<file path="src/sv/pbcc_pkg.sv">
// ----------------------------------------------------------------------------
// pbcc_pkg
// shared types, constants and the divider step for the pitch bend to cc mapper
// ----------------------------------------------------------------------------
`default_nettype none

package pbcc_pkg;

   // midi message types (upper nibble of the status byte)
   localparam logic [3:0] PB_TYPE = 4'hE;
   localparam logic [3:0] CC_TYPE = 4'hB;

   // divider geometry
   localparam int NUM_W      = 21;
   localparam int DEN_W      = 14;
   localparam int DIV_STEPS  = 3;
   localparam int DIV_STAGES = (NUM_W + DIV_STEPS - 1) / DIV_STEPS;
   localparam int QW         = DIV_STAGES * DIV_STEPS;

   // register reset values
   localparam logic [4:0]  FILTER_RESET = 5'd0;
   localparam logic        KEEP_RESET   = 1'b0;
   localparam logic [13:0] BEND_RESET   = 14'h2000;
   localparam logic [6:0]  CTL_RESET    = 7'd1;
   localparam logic [13:0] SPAN_RESET   = 14'd16256;

   typedef enum logic [2:0] {
      REG_FILTER_CHANNEL = 3'd0,
      REG_KEEP_ORIGINAL  = 3'd1,
      REG_BEND_LOW       = 3'd2,
      REG_BEND_HIGH      = 3'd3,
      REG_POS_CONTROLLER = 3'd4,
      REG_NEG_CONTROLLER = 3'd5,
      REG_POS_SPAN       = 3'd6,
      REG_NEG_SPAN       = 3'd7
   } reg_index_type;

   // per transaction data carried alongside the arithmetic
   typedef struct packed {
      logic [7:0]  status;
      logic [7:0]  first;
      logic [7:0]  second;
      logic [15:0] time_offset;
      logic        final_event;
      logic        hit;
      logic        keep;
      logic [6:0]  ctl;
      logic [6:0]  lo;
      logic        zero;
      logic        neg;
   } meta_type;

   typedef struct packed {
      logic [DEN_W-1:0] rem;
      logic [QW-1:0]    nq;
   } div_state_type;

   // one restoring division step: numerator bits shift out, quotient bits in
   function automatic div_state_type div_step(input div_state_type s,
                                              input logic [DEN_W-1:0] d);
      logic [DEN_W:0] t;
      logic           ge;
      div_state_type  r;
      t     = {s.rem, s.nq[QW-1]};
      ge    = t >= {1'b0, d};
      r.rem = ge ? DEN_W'(t - {1'b0, d}) : t[DEN_W-1:0];
      r.nq  = {s.nq[QW-2:0], ge};
      return r;
   endfunction

endpackage

`default_nettype wire

</file>
<file path="src/sv/pbcc_div_pipe.sv">
// ----------------------------------------------------------------------------
// pbcc_div_pipe
// pipelined unsigned restoring divider, a few quotient bits per stage
// ----------------------------------------------------------------------------
`default_nettype none

module pbcc_div_pipe (
   input  wire logic                    clock,
   input  wire logic                    reset,
   input  wire logic                    in_valid,
   output logic                         in_ready,
   input  wire logic [pbcc_pkg::QW-1:0]    in_num,
   input  wire logic [pbcc_pkg::DEN_W-1:0] in_den,
   input  wire pbcc_pkg::meta_type      in_meta,
   output logic                         out_valid,
   input  wire logic                    out_ready,
   output logic [pbcc_pkg::QW-1:0]      out_quot,
   output pbcc_pkg::meta_type           out_meta
);

   import pbcc_pkg::*;

   logic          v_ff   [DIV_STAGES];
   div_state_type s_ff   [DIV_STAGES];
   logic [DEN_W-1:0] d_ff [DIV_STAGES];
   meta_type      m_ff   [DIV_STAGES];

   logic          rdy    [DIV_STAGES];
   div_state_type src_s  [DIV_STAGES];
   logic [DEN_W-1:0] src_d [DIV_STAGES];
   meta_type      src_m  [DIV_STAGES];
   logic          src_v  [DIV_STAGES];
   div_state_type s_in   [DIV_STAGES];

   // ready ripples back from the output
   always_comb begin
      rdy[DIV_STAGES-1] = !v_ff[DIV_STAGES-1] || out_ready;
      for (int k = DIV_STAGES - 2; k >= 0; k--) begin
         rdy[k] = !v_ff[k] || rdy[k+1];
      end
   end

   always_comb begin
      src_s[0] = '{rem: '0, nq: in_num};
      src_d[0] = in_den;
      src_m[0] = in_meta;
      src_v[0] = in_valid;
      for (int k = 1; k < DIV_STAGES; k++) begin
         src_s[k] = s_ff[k-1];
         src_d[k] = d_ff[k-1];
         src_m[k] = m_ff[k-1];
         src_v[k] = v_ff[k-1];
      end
      for (int k = 0; k < DIV_STAGES; k++) begin
         s_in[k] = src_s[k];
         for (int j = 0; j < DIV_STEPS; j++) begin
            s_in[k] = div_step(s_in[k], src_d[k]);
         end
      end
   end

   always_ff @(posedge clock) begin
      for (int k = 0; k < DIV_STAGES; k++) begin
         if (reset) begin
            v_ff[k] <= 1'b0;
         end else if (rdy[k]) begin
            v_ff[k] <= src_v[k];
         end
         if (rdy[k]) begin
            s_ff[k] <= s_in[k];
            d_ff[k] <= src_d[k];
            m_ff[k] <= src_m[k];
         end
      end
   end

   assign in_ready  = rdy[0];
   assign out_valid = v_ff[DIV_STAGES-1];
   assign out_quot  = s_ff[DIV_STAGES-1].nq;
   assign out_meta  = m_ff[DIV_STAGES-1];

endmodule

`default_nettype wire

</file>
<file path="src/sv/midi_pitch_bend_to_cc_mapper_top.sv">
// path: stage 1, 2 and 3 registers, then the divider stages, then the output register
// throughput: one input per cycle without rsp_stall; an input that yields a control
//   change and the original bend holds the single output register until both go out
// reset: synchronous; clears the pipeline valid bits and loads the register defaults
// ----------------------------------------------------------------------------
// midi_pitch_bend_to_cc_mapper_top
// maps in-range pitch bend events to control changes, passes other events through
// ----------------------------------------------------------------------------
`default_nettype none

module midi_pitch_bend_to_cc_mapper_top (
   input  wire logic        clock,
   input  wire logic        reset,
   // input channel
   input  wire logic        req_valid,
   output logic             req_stall,
   input  wire logic [7:0]  req_status_byte,
   input  wire logic [7:0]  req_first_data,
   input  wire logic [7:0]  req_second_data,
   input  wire logic [15:0] req_time_offset,
   input  wire logic        req_final_event,
   // result channel
   output logic             rsp_valid,
   input  wire logic        rsp_stall,
   output logic [7:0]       rsp_status_out,
   output logic [7:0]       rsp_first_data_out,
   output logic [7:0]       rsp_second_data_out,
   output logic [15:0]      rsp_time_offset_out,
   output logic             rsp_last_of_run,
   output logic             rsp_block_end,
   // register port
   input  wire logic        psel,
   input  wire logic        penable,
   input  wire logic        pwrite,
   input  wire logic [4:0]  paddr,
   input  wire logic [31:0] pwdata,
   output logic [31:0]      prdata,
   output logic             pready
);

   import pbcc_pkg::*;

   // registers
   logic [4:0]         filter_channel_ff;
   logic               keep_original_ff;
   logic signed [13:0] bend_low_ff;
   logic signed [13:0] bend_high_ff;
   logic [6:0]         pos_controller_ff;
   logic [6:0]         neg_controller_ff;
   logic [13:0]        pos_span_ff;
   logic [13:0]        neg_span_ff;

   reg_index_type csr_index;
   logic          csr_write;

   assign pready    = 1'b1;
   assign csr_index = reg_index_type'(paddr[4:2]);
   assign csr_write = psel && penable && pwrite && pready;

   always_ff @(posedge clock) begin
      if (reset) begin
         filter_channel_ff <= FILTER_RESET;
         keep_original_ff  <= KEEP_RESET;
         bend_low_ff       <= BEND_RESET;
         bend_high_ff      <= BEND_RESET;
         pos_controller_ff <= CTL_RESET;
         neg_controller_ff <= CTL_RESET;
         pos_span_ff       <= SPAN_RESET;
         neg_span_ff       <= SPAN_RESET;
      end else if (csr_write) begin
         case (csr_index)
            REG_FILTER_CHANNEL: filter_channel_ff <= pwdata[4:0];
            REG_KEEP_ORIGINAL:  keep_original_ff  <= pwdata[0];
            REG_BEND_LOW:       bend_low_ff       <= pwdata[13:0];
            REG_BEND_HIGH:      bend_high_ff      <= pwdata[13:0];
            REG_POS_CONTROLLER: pos_controller_ff <= pwdata[6:0];
            REG_NEG_CONTROLLER: neg_controller_ff <= pwdata[6:0];
            REG_POS_SPAN:       pos_span_ff       <= pwdata[13:0];
            REG_NEG_SPAN:       neg_span_ff       <= pwdata[13:0];
            default: ;
         endcase
      end
   end

   always_comb begin
      case (csr_index)
         REG_FILTER_CHANNEL: prdata = {27'd0, filter_channel_ff};
         REG_KEEP_ORIGINAL:  prdata = {31'd0, keep_original_ff};
         REG_BEND_LOW:       prdata = {18'd0, bend_low_ff};
         REG_BEND_HIGH:      prdata = {18'd0, bend_high_ff};
         REG_POS_CONTROLLER: prdata = {25'd0, pos_controller_ff};
         REG_NEG_CONTROLLER: prdata = {25'd0, neg_controller_ff};
         REG_POS_SPAN:       prdata = {18'd0, pos_span_ff};
         REG_NEG_SPAN:       prdata = {18'd0, neg_span_ff};
         default:            prdata = '0;
      endcase
   end

   // stage 1: decode, range check, mapping end points
   logic               s1_v_ff;
   meta_type           s1_m_ff;
   logic signed [14:0] s1_dx_ff;
   logic signed [14:0] s1_db_ff;
   logic signed [7:0]  s1_dh_ff;

   logic               s1_rdy;
   meta_type           s1_m_in;
   logic signed [14:0] s1_dx_in;
   logic signed [14:0] s1_db_in;
   logic signed [7:0]  s1_dh_in;
   logic signed [13:0] bv;
   logic signed [13:0] lo_b;
   logic signed [13:0] hi_b;
   logic signed [14:0] v15;
   logic signed [14:0] mn15;
   logic signed [14:0] mx15;
   logic signed [14:0] a15;
   logic signed [14:0] b15;
   logic [4:0]         sel;
   logic [13:0]        span;
   logic               le;
   logic               pos;
   logic               chan_ok;
   logic               is_pb;

   always_comb begin
      bv      = {~req_second_data[6], req_second_data[5:0], req_first_data[6:0]};
      le      = bend_low_ff <= bend_high_ff;
      lo_b    = le ? bend_low_ff : bend_high_ff;
      hi_b    = le ? bend_high_ff : bend_low_ff;
      sel     = (filter_channel_ff > 5'd16) ? 5'd16 : filter_channel_ff;
      chan_ok = (sel == 5'd0) || ({1'b0, req_status_byte[3:0]} == 5'(sel - 5'd1));
      is_pb   = req_status_byte[7:4] == PB_TYPE;
      pos     = !bv[13];
      v15     = {bv[13], bv};
      mn15    = {bend_low_ff[13], bend_low_ff};
      mx15    = {bend_high_ff[13], bend_high_ff};
      if (pos && le) begin
         a15 = 15'sd0;
         b15 = mx15;
      end else if (pos) begin
         a15 = mn15;
         b15 = 15'sd8191;
      end else if (le) begin
         a15 = -15'sd1;
         b15 = mn15;
      end else begin
         a15 = mx15;
         b15 = -15'sd8192;
      end
      s1_dx_in = v15 - a15;
      s1_db_in = b15 - a15;
      span     = pos ? pos_span_ff : neg_span_ff;
      s1_dh_in = $signed({1'b0, span[13:7]}) - $signed({1'b0, span[6:0]});

      s1_m_in.status      = req_status_byte;
      s1_m_in.first       = req_first_data;
      s1_m_in.second      = req_second_data;
      s1_m_in.time_offset = req_time_offset;
      s1_m_in.final_event = req_final_event;
      s1_m_in.hit         = is_pb && chan_ok && (bv >= lo_b) && (bv <= hi_b);
      s1_m_in.keep        = keep_original_ff;
      s1_m_in.ctl         = pos ? pos_controller_ff : neg_controller_ff;
      s1_m_in.lo          = span[6:0];
      s1_m_in.zero        = 1'b0;
      s1_m_in.neg         = 1'b0;
   end

   // stage 2: product of the offsets
   logic               s2_v_ff;
   meta_type           s2_m_ff;
   logic signed [22:0] s2_prod_ff;
   logic signed [14:0] s2_db_ff;
   logic               s2_rdy;
   logic signed [22:0] s2_prod_in;

   assign s2_prod_in = s1_dx_ff * s1_dh_ff;

   // stage 3: magnitudes and quotient sign
   logic               s3_v_ff;
   meta_type           s3_m_ff;
   logic [QW-1:0]      s3_num_ff;
   logic [DEN_W-1:0]   s3_den_ff;
   logic               s3_rdy;
   meta_type           s3_m_in;
   logic [22:0]        pabs;
   logic [14:0]        dabs;

   always_comb begin
      pabs         = s2_prod_ff[22] ? 23'(-s2_prod_ff) : s2_prod_ff;
      dabs         = s2_db_ff[14] ? 15'(-s2_db_ff) : s2_db_ff;
      s3_m_in      = s2_m_ff;
      s3_m_in.zero = s2_db_ff == 15'sd0;
      s3_m_in.neg  = s2_prod_ff[22] ^ s2_db_ff[14];
   end

   // divider
   logic          div_in_ready;
   logic          div_out_valid;
   logic [QW-1:0] div_quot;
   meta_type      div_meta;
   logic          o_rdy;

   pbcc_div_pipe u_div (
      .clock     (clock),
      .reset     (reset),
      .in_valid  (s3_v_ff),
      .in_ready  (div_in_ready),
      .in_num    (s3_num_ff),
      .in_den    (s3_den_ff),
      .in_meta   (s3_m_ff),
      .out_valid (div_out_valid),
      .out_ready (o_rdy),
      .out_quot  (div_quot),
      .out_meta  (div_meta)
   );

   // output register with the final mapping
   logic       o_v_ff;
   meta_type   o_m_ff;
   logic [6:0] o_val_ff;
   logic       o_ph_ff;
   logic [6:0] q7;
   logic [6:0] o_val_in;
   logic       cc_first;
   logic       rsp_take;

   always_comb begin
      q7       = div_quot[6:0];
      o_val_in = div_meta.zero ? div_meta.lo
               : 7'(div_meta.lo + (div_meta.neg ? 7'(-q7) : q7));
   end

   assign cc_first        = o_m_ff.hit && !o_ph_ff;
   assign rsp_valid       = o_v_ff;
   assign rsp_status_out  = cc_first ? {CC_TYPE, o_m_ff.status[3:0]} : o_m_ff.status;
   assign rsp_first_data_out  = cc_first ? {1'b0, o_m_ff.ctl} : o_m_ff.first;
   assign rsp_second_data_out = cc_first ? {1'b0, o_val_ff} : o_m_ff.second;
   assign rsp_time_offset_out = o_m_ff.time_offset;
   assign rsp_last_of_run = !(cc_first && o_m_ff.keep);
   assign rsp_block_end   = rsp_last_of_run && o_m_ff.final_event;
   assign rsp_take        = o_v_ff && !rsp_stall;

   // ready chain
   assign o_rdy     = !o_v_ff || (rsp_take && rsp_last_of_run);
   assign s3_rdy    = !s3_v_ff || div_in_ready;
   assign s2_rdy    = !s2_v_ff || s3_rdy;
   assign s1_rdy    = !s1_v_ff || s2_rdy;
   assign req_stall = !s1_rdy;

   always_ff @(posedge clock) begin
      if (reset) begin
         s1_v_ff <= 1'b0;
         s2_v_ff <= 1'b0;
         s3_v_ff <= 1'b0;
         o_v_ff  <= 1'b0;
         o_ph_ff <= 1'b0;
      end else begin
         if (s1_rdy) begin
            s1_v_ff <= req_valid;
         end
         if (s2_rdy) begin
            s2_v_ff <= s1_v_ff;
         end
         if (s3_rdy) begin
            s3_v_ff <= s2_v_ff;
         end
         if (o_rdy) begin
            o_v_ff  <= div_out_valid;
            o_ph_ff <= 1'b0;
         end else if (rsp_take) begin
            o_ph_ff <= 1'b1;
         end
      end
   end

   always_ff @(posedge clock) begin
      if (s1_rdy) begin
         s1_m_ff  <= s1_m_in;
         s1_dx_ff <= s1_dx_in;
         s1_db_ff <= s1_db_in;
         s1_dh_ff <= s1_dh_in;
      end
      if (s2_rdy) begin
         s2_m_ff    <= s1_m_ff;
         s2_prod_ff <= s2_prod_in;
         s2_db_ff   <= s1_db_ff;
      end
      if (s3_rdy) begin
         s3_m_ff   <= s3_m_in;
         s3_num_ff <= pabs[QW-1:0];
         s3_den_ff <= dabs[DEN_W-1:0];
      end
      if (o_rdy) begin
         o_m_ff   <= div_meta;
         o_val_ff <= o_val_in;
      end
   end

endmodule

`default_nettype wire

</file>
<file path="config.mk">
export PLATFORM = sky130hd
export DESIGN_NAME = midi_pitch_bend_to_cc_mapper_top
export DESIGN_NICKNAME = d
export VERILOG_FILES = /design/src/sv/pbcc_pkg.sv /design/src/sv/pbcc_div_pipe.sv /design/src/sv/midi_pitch_bend_to_cc_mapper_top.sv
export SDC_FILE = /design/constraint.sdc
export NUM_CORES = 2
export LEC_CHECK = 0
export BUFFER_PORTS_ARGS = -buffer_cell sky130_fd_sc_hd__buf_2
export CAP_MARGIN = 5
export CORE_MARGIN = 2
export CORE_UTILIZATION = 50
export CTS_BUF_LIST = sky130_fd_sc_hd__clkbuf_8
export CTS_CLUSTER_DIAMETER = 80
export DETAILED_ROUTE_END_ITERATION = 16
export GPL_TIMING_DRIVEN = 0
export HOLD_SLACK_MARGIN = 0.05
export MAX_ROUTING_LAYER = met4
export PLACE_DENSITY = 0.66
export SLEW_MARGIN = 20
export SYNTH_ARGS = -nofsm -noshare
export SYNTH_HDL_FRONTEND = slang
export SYNTH_SLANG_ARGS = --single-unit
</file>
<file path="constraint.sdc">
create_clock -name clock -period 18.15 [get_ports clock]
set_input_delay 3.63 -clock clock [delete_from_list [all_inputs] [get_ports clock]]
set_output_delay 3.63 -clock clock [all_outputs]
set_load 0.005 [all_outputs]
</file>
======== Yosys cells after proc, flatten, opt, wreduce, memory -nomap -nowiden ========
Memory sizes are Yosys's and may differ from the RTL's.
Cells that the tools add are included.
word-level totals
  memories kept ........................... 4
  logic and storage cells ................. 262
  output and inout bits ................... 77
  bits in writable memories ............... 763
  register bits after elaboration ......... 422
  bits of input ports ..................... 85
memory list
  name        words  bits a word  read ports  clocked after memory_dff  wr ports  line                 RTL
  u_div.m_ff  7      59           7           0                         7         pbcc_div_pipe.sv:26  meta_type m_ff [DIV_STAGES];
  u_div.s_ff  7      35           7           0                         7         pbcc_div_pipe.sv:24  div_state_type s_ff [DIV_STAGES];
  u_div.d_ff  7      14           6           0                         7         pbcc_div_pipe.sv:25  logic [DEN_W-1:0] d_ff [DIV_STAGES];
  u_div.v_ff  7      1            7           0                         7         pbcc_div_pipe.sv:23  logic v_ff [DIV_STAGES];
cells by class
  add/sub/neg operators ................... 29
  equality and inequality tests ........... 9
  $mul .................................... 1
  magnitude comparators ................... 25
  reductions and logical operators ........ 50
  mux-type cells .......................... 77
  bitwise operators ....................... 9
operators by type and width
  cell                count
  $mux 14             25
  $ge 15x14->1        20
  $sub 14x14->14      20
  $pmux 32 s8         1
  $mux 15             6
  $mux 1              37
  $le 14x14->1        2
  $mux 8              3
  $mul 15x8->23       1
  $mux 21             1
  $mux 7              3
  $neg 21->21         1
  $reduce_and 2->1    8
  $logic_not 1->1     15
  $logic_not 15->1    1
  $sub 14x15->15      1
  $sub 15x15->15      1
  $ge 1x14->1         1
  $ge 14x14->1        1
  $neg 14->14         1
  $sub 1x14->14       1
  $eq 3x3->1 const B  4
  $logic_or 1x1->1    12
  $logic_and 1x1->1   11
  other kinds (16)    23

======== Longest topological paths before layout ========
  depth in word-level cells ............... 17
  depth in mapped cells ................... 38

======== Modules after synthesis ========
Synthesis repeated with hierarchy kept, for this count alone.
unflattened totals
  cells, all modules ...................... 4869
  area, all modules ....................... 60859.6 µm²
modules (own cells, without submodules)
  module                            times used  cells each  seq. area each (µm²)  area an instance (µm²)
  pbcc_div_pipe                     1           2955        22071.2               37845.0
  midi_pitch_bend_to_cc_mapper_top  1           1914        11831.3               23014.6

======== Worst setup path before layout ========
No wires, ideal clock.
  kind .................................... input -> output
  start ................................... input rsp_stall
  end ..................................... output req_stall
  buffers on the path ..................... 0
  stages on the path ...................... 8
  path slack .............................. 4101 ps
  arrival time ............................ 10419 ps
  cells stage by stage .................... o21a_1 > nand3_1 > nor2_1 > and3_1 > and2_1 > and3_1 > nand3_1 > inv_1
RTL lines
  what             line                                    RTL
  start, declared  midi_pitch_bend_to_cc_mapper_top.sv:24  input wire logic rsp_stall,
  end, declared    midi_pitch_bend_to_cc_mapper_top.sv:16  output logic req_stall,

==> results.ini <==
[clock_network]
cts_tree=yes
cts_hold_buf=0
postCtsSetupBuffers=0
clock_path_buffers=3
cts-root-buf=clkbuf_8
worstSkewPairLatency_ns=0.86
path_clk_slew_ns=0.06
h-tree-depth=4
cts_buffers=172
cts_num_sinks=1084
post_cts_resized=0

[floorplan]
ios=162
start_util_pct=50.27
fp.dieW_um=345.1
placementRows=125
die-area_sq_mm=0.1191
coreArea_sq_mm=0.1157
fp.dieH_um=345.1

[hold_path]
min_to=u_div.m_ff[4][44]
hold_depth=0
hold_start=u_div.m_ff[3][44]
hold_class=reg2reg

[job]
max_cap_viol_count=0

[run_status]
status=finished clean

[worst_setup_path]
worstPathRequired_ns=14.52
crit_type=in2out
crit_arrival_ns=6.93
path_max_fanout=26
rr_worst_depth=35
rr_endpoint=u_div.s_ff[4][33]
reg2reg_slack_ns=8.56
startpoint_type=input pin
timing.rr.start=u_div.d_ff[3][1]
worst_setup_path_end_kind=output port

[sta]
fin_setup_tns_ns=0
max_freq_mhz=94.71
rsz0062_at_grt=no
final.min_clock_period_ns=10.56
hold_viol=0
max-slew-margin-rel_pct=31.52
tightest_slew_ns=1.018
setup_viol=0
final_max_slew_viol_count=0
fin_crit_sh_pct=58.17
finalClockSkew_ns=0.07844

[placed_design]
globalplace.congestion=0.9323
dp_hpwl_mm=92.61
portBuffers=118

[route]
wl_mm=122.0
via_per_inst=5.414
firstDrtPassIters=6
antenna_left=0
drcViolationCount=0
wl_per_cell_um=18.27
vias=36160
initialDrtViolationCount=2347

[logic_synthesis]
yosysTopAreaCell=edfxtp_1
synth_top_flop_cell=edfxtp_1
synth_edf_count=1003
synth-seq-cells=1084
yosys.area_share.simple_pct=9.390
yosysTopAreaCellShare_pct=51.77
ys_async_sr_fraction_pct=0
yosysUniqueCellTypes=92
avgSynthCellArea_sq_um=12.39
synth_top_family_by_area=adder cells
synth_compound_area_share_pct=10.00
muxShareOfSynthArea_pct=5.179
seq_area_frac_synth_pct=54.56
synthAdderAreaFrac_pct=12.99
synthCells=4696
synth_xor_area_share_pct=4.245
ys_warn_count=0
syn_area_sq_mm=0.05818
synth_area_leaders=edfxtp_1 52%, ha_1 8.9%, fa_1 4.1%

[global_route]
grt_start_max_net_pins=74
grt_use_total_pct=21.13
grt_pass1_vias=35780
grt_pass1_wl_mm=193.0
grt_antenna_before_repair=5
grt-ovfl-total=0

[cells_and_area]
drive_gt1_share_pct=12.62
syn2layout_area_growth_pct=11.33
nNetsFinal=5637

-- flip-flops by register name (all words and copies together), names as in the netlist, 15 cells and up --
| signal | cells |
|---|---|
| s2_prod_ff | 22 |
| u_div.d_ff | 84 |
| s2_db_ff | 15 |
| u_div.m_ff | 413 |
| u_div.s_ff | 159 |
| s1_dx_ff | 15 |
| s2_m_ff | 57 |
| s3_num_ff | 21 |
| o_m_ff | 34 |
| s1_db_ff | 15 |
| s3_m_ff | 59 |
| rsp_time_offset_out | 16 |
| s1_m_ff | 57 |
-- Yosys cell counts (80+ instances only) --
| cell type | number |
|---|---|
| xnor2_1 | 202 |
| fa_1 | 120 |
| ha_1 | 412 |
| o21ai_0 | 198 |
| nor2_1 | 288 |
| inv_1 | 379 |
| a21oi_1 | 272 |
| and2_1 | 101 |
| dfxtp_1 | 81 |
| xor2_1 | 80 |
| nand2_1 | 300 |
| edfxtp_1 | 1003 |
| a21o_1 | 92 |
| mux2_2 | 143 |
-- worst max-delay path by stage --
stage | start | to | slack, ns
2_1_floorplan | rsp_stall | req_stall | 4.10
5_1_grt | rsp_stall | req_stall | 7.32
6_report | rsp_stall | req_stall | 7.59
3_3_place_gp | rsp_stall | req_stall | 0.93
3_5_place_dp | rsp_stall | req_stall | 7.58
4_1_cts | rsp_stall | req_stall | 7.57
-- layout by cell type, fill, tap and decap left out, types with 22 or more instances in the layout --
cell type / instances
edfxtp_1: 1003
inv_1: 418
ha_1: 412
nand2_1: 296
nor2_1: 288
a21oi_1: 272
xnor2_1: 202
o21ai_0: 198
clkbuf_8: 175
mux2_2: 143
buf_2: 123
fa_1: 120
and2_1: 101
a21o_1: 92
dfxtp_1: 81
xor2_1: 80
nand2b_1: 70
mux2i_1: 70
nor2b_1: 67
clkbuf_1: 66
nor3_1: 64
o21a_1: 55
nand4_1: 54
nand3_1: 47
buf_4: 44
o21bai_1: 32
clkinv_1: 28
a211oi_1: 27
o31ai_1: 26
and3_1: 25
or2_2: 22
-- critical path, stage by stage --
cell and delay [ns]:
buf_2 0.08, o21a_1 0.36, nand3_4 0.42, nor2_1 0.64
and3_1 0.37, and2_1 0.37, and3_1 0.49, nand3_4 0.32
inv_1 0.12, buf_2 0.11
-- metrics by stage --
step | cell area, sq um | std cells | hold slack [ns] | setup WS [ns] | utilization [%]
6_report | 64770 | 6679 | 0.3632 | 7.592 | 55.96
5_1_grt | 64770 | 6679 | 0.3847 | 7.320 | 55.96
4_1_cts | 64760 | 6675 | 0.3544 | 7.571 | 55.95
3_5_place_dp | 61200 | 6370 | 0.4045 | 7.585 | 52.88
3_3_place_gp | 60740 | 6355 | 0.4000 | 0.9273 | 52.48
2_1_floorplan | 58240 | 4713 | 0.4003 | 4.101 | -
-- cell type report --
type,count,area [sq um]
diodes,4,10.01
clock buffers,175,2409
fillers,9598,50970
plain buffers,130,674.4
well taps,1524,1907
clock inverters,130,1154
multi-input cells,3117,24450
flip-flops and latches,1084,31740
inverters,382,1456
repair buffers,133,965.9
-- metal layers --
layer / up-vias / global-route usage (%) / part of all wire, %
li1: 17800 / - / -
met1: 17390 / 28.30 / 46
met2: 787 / 33.74 / 47
met3: 185 / 2.897 / 4.5
met4: 0 / 6.275 / 2.2
met5: - / - / 0
-- logic make-up after synthesis --
kind of cell / Yosys count
and+or+nand+nor: 1119
DFF: 1084
AOI/OAI and AO/OA: 906
adders and majority gates: 532
buffers and inverters: 512
xor gates and xnor gates: 282
muxes: 259
other: 2
Power is left out: the tool's default activity adds up to more than one toggle a clock period on the data nets, which glitch-free logic cannot reach.
